[config.mk]
export PLATFORM = sky130hd
export DESIGN_NAME = round_robin_task_scheduler
export DESIGN_NICKNAME = d
export VERILOG_FILES = /design/src/rtl/rrts_pkg.sv /design/src/rtl/round_robin_task_scheduler.sv
export SDC_FILE = /design/constraint.sdc
export NUM_CORES = 1
export LEC_CHECK = 0
export ABC_AREA = 1
export BUFFER_PORTS_ARGS = -buffer_cell sky130_fd_sc_hd__clkbuf_2
export CORE_MARGIN = 2
export CORE_UTILIZATION = 45
export DETAILED_ROUTE_END_ITERATION = 7
export RECOVER_POWER = 100
export SYNTH_ARGS = -nofsm -noshare
export SYNTH_HDL_FRONTEND = slang
export SYNTH_SLANG_ARGS = --single-unit
[constraint.sdc]
create_clock -name clock -period 5.95 [get_ports clock]
set_clock_uncertainty 0.05 [all_clocks]
set_input_delay 0.2975 -clock clock [delete_from_list [all_inputs] [get_ports clock]]
set_output_delay 0.2975 -clock clock [all_outputs]
set_load 0.05 [all_outputs]
[src/rtl/rrts_pkg.sv]
`timescale 1ns / 1ps
`default_nettype none
package rrts_pkg;

   localparam int MaxTasksDefault = 8;
   localparam int StackLimitDefault = 128;

   localparam logic [1:0] ModeCreate = 2'd0;
   localparam logic [1:0] ModeTick = 2'd1;
   localparam logic [1:0] ModeYield = 2'd2;
   localparam logic [1:0] ModeDelay = 2'd3;

   localparam logic [1:0] StUnused = 2'd0;
   localparam logic [1:0] StReady = 2'd1;
   localparam logic [1:0] StRunning = 2'd2;
   localparam logic [1:0] StDelay = 2'd3;

   localparam logic [1:0] OutOk = 2'd0;
   localparam logic [1:0] OutNoSpace = 2'd1;
   localparam logic [1:0] OutEmpty = 2'd2;

   localparam logic CsrStackBaseStart = 1'b0;
   localparam logic CsrStackBytes = 1'b1;

   typedef struct packed {
      logic [1:0] mode;
      logic [7:0] priority_req;
      logic [15:0] delay_ticks;
   } req_word_type;

   typedef struct packed {
      logic [3:0] running_task;
      logic switched;
      logic [1:0] outcome;
      logic [2:0] created_task;
      logic [6:0] stack_base;
   } rsp_word_type;

endpackage
`default_nettype wire

[src/rtl/round_robin_task_scheduler.sv]
`timescale 1ns / 1ps
`default_nettype none
// Steps: a create word goes straight to the response; a yield or delay first rotates the
// ready ring (a delay with nothing running does not). A tick does a task-table read and
// write-back per task for the sleep countdown, then a read-modify-write of the running
// task's slice and a rotation when it expires (with nothing running, just the rotation).
// One word is in work at a time; the next is taken once the response has been taken.
// Synchronous active-high reset: all tasks unused, queue empty, nothing running.
module round_robin_task_scheduler
   import rrts_pkg::*;
#(
   parameter int MAX_TASKS = MaxTasksDefault,
   parameter int STACK_LIMIT = StackLimitDefault
) (
   input wire logic clock,
   input wire logic reset,
   input wire logic req_valid,
   output logic req_stall,
   input wire req_word_type req_word,
   output logic rsp_valid,
   input wire logic rsp_stall,
   output rsp_word_type rsp_word,
   input wire logic csr_valid,
   output logic csr_ready,
   input wire logic csr_index,
   input wire logic [6:0] csr_wdata
);

   localparam int IdW = $clog2(MAX_TASKS);
   localparam int CntW = $clog2(MAX_TASKS + 1);
   localparam int AddrW = $clog2(STACK_LIMIT + 128);
   localparam logic [CntW-1:0] NoTask = CntW'(MAX_TASKS);
   localparam logic [IdW-1:0] LastId = IdW'(MAX_TASKS - 1);

   // One task-table entry: priority, slice and sleep counters.
   typedef struct packed {
      logic [7:0] prio;
      logic [7:0] slice;
      logic [15:0] sleep;
   } entry_type;

   typedef enum logic [2:0] {
      S_IDLE, S_SWEEP_RD, S_SWEEP_WR, S_CUR_RD, S_CUR_WR, S_ROTATE, S_DONE
   } state_type;

   // Task table memory and the ready ring memory.
   entry_type table_mem [MAX_TASKS];
   logic [IdW-1:0] ring_mem [MAX_TASKS];
   entry_type rd_data_ff;
   logic [IdW-1:0] ring_rd_ff;

   // Per-task state codes stay in flip-flops so that reset clears them at once.
   logic [1:0] tstate_ff [MAX_TASKS];

   state_type state_ff;
   req_word_type req_ff;
   logic [6:0] bytes_ff;
   logic [AddrW-1:0] next_addr_ff;
   logic [CntW-1:0] made_ff, count_ff, cur_ff, before_ff;
   logic [IdW-1:0] head_ff, tail_ff, idx_ff;
   logic [1:0] outcome_ff;
   logic rsp_valid_ff;
   rsp_word_type rsp_ff;

   // Memory control driven by the sequencer.
   logic tab_we, ring_we;
   logic [IdW-1:0] tab_addr, ring_waddr;
   entry_type tab_wdata;
   logic [IdW-1:0] ring_wdata;

   logic [AddrW-1:0] end_addr;
   logic create_fail;
   logic [IdW-1:0] cur_id;
   logic [15:0] sleep_dec;

   assign req_stall = (state_ff != S_IDLE) || rsp_valid_ff;
   assign csr_ready = 1'b1;
   assign rsp_valid = rsp_valid_ff;
   assign rsp_word = rsp_ff;
   assign end_addr = next_addr_ff + AddrW'(bytes_ff);
   assign create_fail = (made_ff >= NoTask) || (end_addr > AddrW'(STACK_LIMIT));
   assign cur_id = cur_ff[IdW-1:0];
   assign sleep_dec = (rd_data_ff.sleep != 16'd0) ? rd_data_ff.sleep - 16'd1 : 16'd0;

   // Memory addressing and write data per sequencer step.
   always_comb begin
      tab_we = 1'b0;
      tab_addr = idx_ff;
      tab_wdata = rd_data_ff;
      ring_we = 1'b0;
      ring_waddr = tail_ff;
      ring_wdata = idx_ff;
      unique case (state_ff)
         S_IDLE: begin
            // Fetch the running task's entry so that a delay can write it back.
            tab_addr = cur_id;
            if (req_valid && !req_stall && req_word.mode == ModeCreate && !create_fail) begin
               tab_we = 1'b1;
               tab_addr = made_ff[IdW-1:0];
               tab_wdata = '{prio: req_word.priority_req, slice: req_word.priority_req,
                             sleep: 16'd0};
               ring_we = 1'b1;
               ring_wdata = made_ff[IdW-1:0];
            end
         end
         S_SWEEP_WR: begin
            tab_we = (tstate_ff[idx_ff] == StDelay);
            tab_wdata.sleep = sleep_dec;
            ring_we = tab_we && (sleep_dec == 16'd0) && (count_ff < NoTask);
         end
         S_CUR_RD: tab_addr = cur_id;
         S_CUR_WR: begin
            tab_addr = cur_id;
            tab_we = 1'b1;
            tab_wdata.slice = (rd_data_ff.slice <= 8'd1) ? rd_data_ff.prio
                                                         : rd_data_ff.slice - 8'd1;
         end
         S_ROTATE: begin
            // Old task goes to the tail; the delay case writes its sleep count.
            tab_addr = cur_id;
            ring_wdata = cur_id;
            ring_we = (cur_ff != NoTask) && (count_ff != '0);
            if (req_ff.mode == ModeDelay && cur_ff != NoTask) begin
               ring_we = 1'b0;
               tab_we = 1'b1;
               tab_wdata.sleep = (req_ff.delay_ticks == 16'd0) ? 16'd1 : req_ff.delay_ticks;
            end
         end
         default: ;
      endcase
   end

   // Synchronous memories with registered read data. A ring write to the head slot
   // is passed straight to the head read so that a task queued on the last sweep
   // step is seen by the rotation that follows.
   always_ff @(posedge clock) begin
      if (tab_we) begin
         table_mem[tab_addr] <= tab_wdata;
      end
      rd_data_ff <= table_mem[tab_addr];
      if (ring_we) begin
         ring_mem[ring_waddr] <= ring_wdata;
      end
      ring_rd_ff <= (ring_we && ring_waddr == head_ff) ? ring_wdata : ring_mem[head_ff];
   end

   // Sequencer, control registers and the response register.
   always_ff @(posedge clock) begin
      if (reset) begin
         state_ff <= S_IDLE;
         bytes_ff <= 7'd18;
         next_addr_ff <= AddrW'(48);
         made_ff <= '0;
         count_ff <= '0;
         head_ff <= '0;
         tail_ff <= '0;
         cur_ff <= NoTask;
         rsp_valid_ff <= 1'b0;
         for (int i = 0; i < MAX_TASKS; i++) begin
            tstate_ff[i] <= StUnused;
         end
      end else begin
         if (rsp_valid_ff && !rsp_stall) begin
            rsp_valid_ff <= 1'b0;
         end
         if (csr_valid) begin
            unique case (csr_index)
               CsrStackBaseStart: begin
                  if (made_ff == '0) begin
                     next_addr_ff <= AddrW'(csr_wdata);
                  end
               end
               CsrStackBytes: bytes_ff <= csr_wdata;
               default: ;
            endcase
         end
         if (ring_we) begin
            tail_ff <= (tail_ff == LastId) ? '0 : tail_ff + 1'b1;
         end
         unique case (state_ff)
            S_IDLE: begin
               if (req_valid && !req_stall) begin
                  req_ff <= req_word;
                  before_ff <= cur_ff;
                  outcome_ff <= OutOk;
                  idx_ff <= '0;
                  unique case (req_word.mode)
                     ModeCreate: begin
                        rsp_ff.created_task <= '0;
                        rsp_ff.stack_base <= '0;
                        if (create_fail) begin
                           outcome_ff <= OutNoSpace;
                        end else begin
                           rsp_ff.created_task <= 3'(made_ff);
                           rsp_ff.stack_base <= 7'(next_addr_ff);
                           next_addr_ff <= end_addr;
                           tstate_ff[made_ff[IdW-1:0]] <= StReady;
                           made_ff <= made_ff + 1'b1;
                           count_ff <= count_ff + 1'b1;
                        end
                        state_ff <= S_DONE;
                     end
                     ModeTick: begin
                        rsp_ff.created_task <= '0;
                        rsp_ff.stack_base <= '0;
                        state_ff <= S_SWEEP_RD;
                     end
                     ModeYield: begin
                        rsp_ff.created_task <= '0;
                        rsp_ff.stack_base <= '0;
                        state_ff <= S_ROTATE;
                     end
                     ModeDelay: begin
                        rsp_ff.created_task <= '0;
                        rsp_ff.stack_base <= '0;
                        if (cur_ff == NoTask) begin
                           outcome_ff <= OutEmpty;
                           state_ff <= S_DONE;
                        end else begin
                           state_ff <= S_ROTATE;
                        end
                     end
                     default: ;
                  endcase
               end
            end
            S_SWEEP_RD: state_ff <= S_SWEEP_WR;
            S_SWEEP_WR: begin
               if (tab_we && sleep_dec == 16'd0) begin
                  tstate_ff[idx_ff] <= StReady;
                  if (count_ff < NoTask) begin
                     count_ff <= count_ff + 1'b1;
                  end
               end
               if (idx_ff == LastId) begin
                  if (cur_ff == NoTask) begin
                     state_ff <= S_ROTATE;
                  end else begin
                     state_ff <= S_CUR_RD;
                  end
               end else begin
                  idx_ff <= idx_ff + 1'b1;
                  state_ff <= S_SWEEP_RD;
               end
            end
            S_CUR_RD: state_ff <= S_CUR_WR;
            S_CUR_WR: begin
               state_ff <= (rd_data_ff.slice <= 8'd1) ? S_ROTATE : S_DONE;
            end
            S_ROTATE: begin
               // Ring head data was read from the head pointer last cycle.
               if (req_ff.mode == ModeDelay) begin
                  tstate_ff[cur_id] <= StDelay;
               end
               if (count_ff == '0) begin
                  if (req_ff.mode == ModeDelay) begin
                     cur_ff <= NoTask;
                  end else begin
                     outcome_ff <= OutEmpty;
                  end
               end else begin
                  if (cur_ff != NoTask && req_ff.mode != ModeDelay) begin
                     tstate_ff[cur_id] <= StReady;
                  end else begin
                     count_ff <= count_ff - 1'b1;
                  end
                  head_ff <= (head_ff == LastId) ? '0 : head_ff + 1'b1;
                  cur_ff <= CntW'(ring_rd_ff);
                  tstate_ff[ring_rd_ff] <= StRunning;
               end
               state_ff <= S_DONE;
            end
            S_DONE: begin
               rsp_ff.running_task <= 4'(cur_ff);
               rsp_ff.switched <= (cur_ff != before_ff);
               rsp_ff.outcome <= outcome_ff;
               rsp_valid_ff <= 1'b1;
               state_ff <= S_IDLE;
            end
            default: state_ff <= S_IDLE;
         endcase
      end
   end

endmodule
`default_nettype wire
; Yosys cells after proc, flatten, opt, wreduce, memory -nomap -nowiden
; Memories as Yosys holds them, arrays and structs flattened. A register that Yosys moved wholly into a read port is not among the register bits.
; Cells that the tools add are included.
[classes]
add_sub_neg = 9
order_cmp = 4
eq_ne = 29
n_mux = 100
bitwise = 4
n_reduce_logical = 43
[op_table]
columns = op, n
row1 = $mux W8, 9
row2 = $mux W16, 3
row3 = $pmux W16 S3, 1
row4 = $mux W3, 14
row5 = $mux W1, 39
row6 = $mux W4, 9
row7 = $logic_not A16 Y1, 2
row8 = $mux W32, 1
row9 = $ne A2 B2 Y1 const B, 12
row10 = $mux W2, 11
row11 = $pmux W10 S2, 1
row12 = $eq A3 B3 Y1 const B, 6
row13 = $pmux W3 S2, 3
row14 = $pmux W3 S6, 1
row15 = $pmux W8 S2, 1
row16 = $reduce_bool A16 Y1, 1
row17 = $sub A16 B1 Y16 const B, 1
row18 = $pmux W3 S4, 1
row19 = $pmux W4 S3, 1
row20 = $logic_and A1 B1 Y1, 10
row21 = $mux W10, 1
row22 = $add A3 B1 Y3 const B, 3
row23 = $add A4 B1 Y4 const B, 2
row24 = $add A8 B7 Y8, 1
row25 = 33 further kinds, 55
[word_totals]
reg_bits = 81
ramBits = 296
output_inout_bits = 20
word_cells = 211
mem_count = 3
[mem_list]
columns = memory, words, word_bits, read_ports, rd_clocked_by_memory_dff, wr, line
row1 = table_mem, 8, 32, 1, 1, 1, round_robin_task_scheduler.sv:47  ; entry_type table_mem [MAX_TASKS];
row2 = ring_mem, 8, 3, 1, 1, 1, round_robin_task_scheduler.sv:48  ; logic [IdW-1:0] ring_mem [MAX_TASKS];
row3 = tstate_ff, 8, 2, 1, 1, 8, round_robin_task_scheduler.sv:53  ; logic [1:0] tstate_ff [MAX_TASKS];

; Depth between registers and ports, before layout
[depth]
ltp_word = 16
mapped_depth = 24
mapped_depth_nobuf = 22

; Worst setup path after synthesis
; OpenSTA, ideal clock, no wires.
[synth_path]
path_kind = register to register
from = register bytes_ff[0]
to = memory table_mem[4][0] (netlist bit), enable pin
setup_ns = 0.421
arrival_time_ns = 3.861
setup_slack_ns = 1.617
stages_incl_launch_ff = 20
cell_sequence = dfxtp_1 ha_1 fa_1 nand2_1 clkinv_1 nor2_1 nor2_1 nand3_1 nor2_1 nand3_1 nand2_1 nand3_2 inv_2 buf_6 o211ai_2 nand3b_2 nor2_2 buf_2 inv_1 nor2_1
[synth_via]
elab_chain_len = 9
word_cells_on_any_way = 11
classes_between = add/sub (1) / order compare (1) / mux (6) / reduce/logical (3)
[synth_lines]
columns = item, line
row1 = "start, declared", round_robin_task_scheduler.sv:57  ; logic [6:0] bytes_ff;
row2 = "start signal, assigned", round_robin_task_scheduler.sv:173  ; CsrStackBytes: bytes_ff <= csr_wdata;
row3 = $add A8 B7 Y8 *, round_robin_task_scheduler.sv:80  ; assign end_addr = next_addr_ff + AddrW'(bytes_ff);
row4 = $gt A8 B8 Y1 *, round_robin_task_scheduler.sv:81  ; assign create_fail = (made_ff >= NoTask) || (end_addr > AddrW'(STACK_LIMIT));
row5 = $logic_or A1 B1 Y1 *, round_robin_task_scheduler.sv:81
row6 = $logic_not A1 Y1 *, round_robin_task_scheduler.sv:97  ; if (req_valid && !req_stall && req_word.mode == ModeCreate && !create_fail) begin
row7 = $logic_and A1 B1 Y1 *, round_robin_task_scheduler.sv:97
row8 = $mux W1, round_robin_task_scheduler.sv:97
row9 = $pmux W1 S4, round_robin_task_scheduler.sv:93  ; unique case (state_ff)
row10 = $mux W1, round_robin_task_scheduler.sv:137  ; if (tab_we) begin
row11 = $mux W1 (implied by the code), round_robin_task_scheduler.sv:138  ; table_mem[tab_addr] <= tab_wdata;
row12 = "end, declared", round_robin_task_scheduler.sv:47
; Every way passes the cells marked *; elsewhere a longest branch is shown, timed or not.

; Worst setup path after layout
[layout_path]
from = register state_ff[0]
to = memory table_mem[2][20] (netlist bit), enable pin
[layout_via]
elab_chain_len = 10
word_cells_on_any_way = 18
classes_between = eq/ne (4) / mux (6) / reduce/logical (8)
[layout_lines]
columns = item, line
row1 = "start, declared", round_robin_task_scheduler.sv:55  ; state_type state_ff;
row2 = "start signal, assigned", round_robin_task_scheduler.sv:248  ; state_ff <= (rd_data_ff.slice <= 8'd1) ? S_ROTATE : S_DONE;
row3 = $reduce_bool A3 Y1, round_robin_task_scheduler.sv:76  ; assign req_stall = (state_ff != S_IDLE) || rsp_valid_ff;
row4 = $logic_or A1 B1 Y1, round_robin_task_scheduler.sv:76
row5 = $logic_not A1 Y1, round_robin_task_scheduler.sv:97
row6 = $logic_and A1 B1 Y1 (3 in series), round_robin_task_scheduler.sv:97
row7 = $mux W1, round_robin_task_scheduler.sv:97
row8 = $pmux W1 S4, round_robin_task_scheduler.sv:93
row9 = $mux W1, round_robin_task_scheduler.sv:137
row10 = $mux W1 (implied by the code), round_robin_task_scheduler.sv:138
; Several ways; a longest one is shown, not always the timed one.

==> results.rst <==
.. list-table::
   :header-rows: 1

   * - Metric
     - Value
   * - Buffer cell driving the clock tree root
     - clkbuf_16
   * - Mean instance size in the synthesized netlist
     - 9.13 µm²
   * - Worst voltage drop across the vdd grid
     - 0.000264 V
   * - Max-slew violation total from the final report
     - 120
   * - Total cell area at the placement stage
     - 0.0198 mm²
   * - Slew margin rel.
     - -0.120
   * - Result of the run
     - complete, but fails checks
   * - Count of nets after finishing
     - 2233
   * - Post-detailed-routing wire length
     - 46600 µm
   * - Via total after detailed routing
     - approximately 14000
   * - Classification of the worst setup path
     - reg2reg
   * - Count of unresolved DRC violations after routing
     - 0
   * - Fraction of synthesis flops using an asynchronous set or reset pin
     - 0
   * - Sort of element at the start of the critical path
     - register
   * - TritonCTS clock tree
     - done
   * - Number of buffers added by the clock tree synthesis step
     - 46
   * - Latest clock arrival within the worst-skew pair
     - 0.58 ns
   * - Synthesized flop and latch total
     - 415
   * - Total routing usage reported by global routing
     - 0.214
   * - I/O pin count
     - 59
   * - CTS Sinks
     - ~420
   * - Longest Clk Path Bufs
     - 3
   * - Area growth from synthesis to layout
     - 13.0%
   * - Number of input and output port buffers inserted
     - 57
   * - Post-CTS setup buffer count
     - 0
   * - Max-cap check violation count
     - 4
   * - Post-route minimum period
     - about 5.1 ns
   * - CP Data Arrival Time
     - 5.21 ns
   * - Portion of synthesized cell area occupied by the leading cell type
     - 0.512
   * - DP HPWL
     - 30000 µm
   * - Core Area
     - 0.0419 mm²
   * - Post-synthesis net count
     - around 2100
   * - Initial antenna violation count
     - 0
   * - GR Overflow Total
     - 0
   * - Slew at the pin closest to its max-slew limit
     - 1.68 ns
   * - Synthesized area
     - about 0.019 mm²
   * - Post-synthesis sequential area ratio
     - 0.608
   * - Top FF cell, synth
     - edfxtp_1
   * - F_max
     - 0.198 GHz
   * - Xor and xnor fraction of the mapped netlist area
     - 0.00415
   * - Highest net fanout along the worst path
     - 29
   * - Via count of the first global-routing pass
     - 13761
   * - Total leakage power
     - 8.86 nW
   * - Area share of fa/ha/maj cells after synthesis
     - 0.0192
   * - Die Y
     - 210 µm
   * - Cell type contributing the most total cell area after synthesis
     - edfxtp_1
   * - Detailed-route vias per instance
     - 5.11
   * - Detailed-router iteration count before antenna repair
     - 5
   * - Final Hold Vio Count
     - 0
   * - Final Cell Area
     - about 0.021 mm²
   * - Setup Total Neg Slack
     - 0 ns
   * - Synthesized-area fraction occupied by and/or/nand/nor cells
     - 0.242
   * - Share of the synthesized area in compound gates (AO/OA/AOI/OAI)
     - 0.0632
   * - Largest family of logic cells by synthesized area
     - simple AND/OR/NAND/NOR gates
   * - Final period utilization
     - 0.850
   * - Effective utilization at floorplan
     - 0.454
   * - Horizontal die dimension
     - approximately 210 µm
   * - Ant. Diodes
     - 0
   * - Count of fill cells added during filler insertion
     - approximately 3900
   * - Overall die area
     - 0.0439 mm²
   * - Failing checks
     - max-capacitance violations, max-slew violations
   * - Iteration-0 DRC count of the detailed router
     - 1150
   * - Number of unique standard cell types used by synthesis
     - 55
   * - Type of the most critical hold path
     - in2reg
   * - # setup viols final
     - 0
   * - Number of enable flip-flop cells after synthesis
     - 324
   * - Clock transition at the registers of the reported paths
     - approximately 0.060 ns
   * - Pin count of the biggest net entering global routing
     - 71
   * - Number of nets with antenna violations after detailed routing
     - 0
   * - Cells taking the most area after synthesis
     - edfxtp_1, nand2_1, dfxtp_1, inv_1, nor2_1
   * - Number of standard cells after synthesis
     - 2081
   * - Routability-driven placement congestion ratio
     - 0.895
   * - Cell area power density
     - 542 mW/mm²
   * - Wire length of the first global-routing pass
     - roughly 74000 µm
   * - Multiplexer area fraction after synthesis
     - 0
   * - Critical path required time
     - around 6.1 ns
   * - List of most frequent post-synthesis cells
     - nand2_1, edfxtp_1, inv_1, nor2_1, o21ai_0
   * - Cell row count
     - 75
   * - Most frequent cell after synthesis
     - nand2_1
   * - Synth warnings
     - 0
   * - Maximum level of the CTS H-tree
     - 2
   * - Worst Hold Slack
     - 0.164 ns
   * - Share of layout cells above drive strength 1
     - 0.0762
   * - WL per Instance
     - 17.0 µm
   * - Worst setup EP type
     - register
   * - RSZ-0062 raised after global routing
     - no
==> critical path: stages (launching register included) <==
cell,delay (ns)
dfxtp_1,0.34
nor2_1,0.63
inv_1,0.32
nor2_1,0.28
nand3_1,0.17
nor2_1,0.12
nand3_1,0.26
inv_2,0.49
nand2_1,0.15
o211ai_1,0.18
nand3b_4,0.15
nor2_1,0.20
inv_1,0.14
nor2_4,0.47
clkbuf_2,0.70
==> cell families after synthesis <==
kind of cell | Yosys count
AO/OA/AOI/OAI | 202
XOR/XNOR | 9
adder cells (fa/ha/maj) | 28
buffers and inverters | 292
flip-flops | 415
other | 1
AND/OR/NAND/NOR | 1134
==> placed cells by master, fill, tap and decap left out, types with 10 or more instances in the layout <==
cell / n
nor2_1: 162
inv_1: 194
nor2_4: 11
ha_1: 26
dfxtp_1: 91
o21ai_0: 97
edfxtp_1: 324
nand3_1: 84
a21oi_1: 51
buf_4: 10
nor3_1: 10
clkinv_1: 15
clkbuf_16: 47
dlygate4sd3_1: 26
clkbuf_2: 35
clkbuf_1: 45
inv_2: 17
nand4_1: 21
nand2_1: 818
==> sequential cells by signal, indices dropped and copies added (netlist names), 7 cells and up, named ones only <==
signal,count
tstate_ff,16
rd_data_ff,32
req_ff,18
table_mem,256
rsp_word,17
ring_mem,24
bytes_ff,7
next_addr_ff,8
==> layout make-up <==
cell class	instances	area (µm²)	share of cell area
multi-input cells	1374	6240	0.291
flip-flops and latches	415	11600	0.538
clock buffers	64	1290	0.0601
inverters	225	846	0.0394
clock inverters	22	231	0.0108
repair buffers	104	634	0.0295
well taps	539	674	0.0314
==> worst paths after layout <==
kind / from / end / slack, ns / depth (start not counted)
worst max-delay path: state_ff[0] / table_mem[2][20] / 0.89 / 14
worst min-delay path: req_valid / req_ff[25] / 0.16 / 3
worst max register to register: state_ff[0] / table_mem[2][20] / 0.89 / 14
worst min register to register: head_ff[2] / register / 0.32 / 0
==> per-layer routing <==
metal,global-route usage,up-vias,part of all wire
met5,0,-,0
met4,0.0619,0,0.024
met3,0.0456,95,0.059
met2,0.349,373,0.46
met1,0.289,6580,0.46
li1,-,6976,-
==> power by group <==
group          internal (mW)  total, mW  switching [mW]  leakage (nW)
logic                   1.05       4.22            3.18          4.43
clock network           1.66       2.83            1.17         0.724
registers               4.30       4.58           0.282          3.70
==> timing repair <==
| item | 4_1_cts | 5_1_grt |
|---|---|---|
| setup endpoints to repair | 0 | 0 |
| resized for setup | 0 | 0 |
| hold buffers | 26 | 0 |
| hold endpoints to repair | 28 | 0 |
==> stage by stage <==
stage / instances / setup WS (ns) / utilization / power, mW
final: 2743 / 0.892 / 0.513 / 11.6
after global routing: 2743 / 0.439 / 0.513 / 12.5
after CTS: 2742 / 1.21 / 0.516 / 11.8
after detailed placement: 2630 / 1.24 / 0.474 / 8.90
after global placement: 2630 / 1.28 / 0.474 / 8.83
after floorplan: 2081 / 1.62 / - / 7.54
Power figures use the tool's default switching activity.
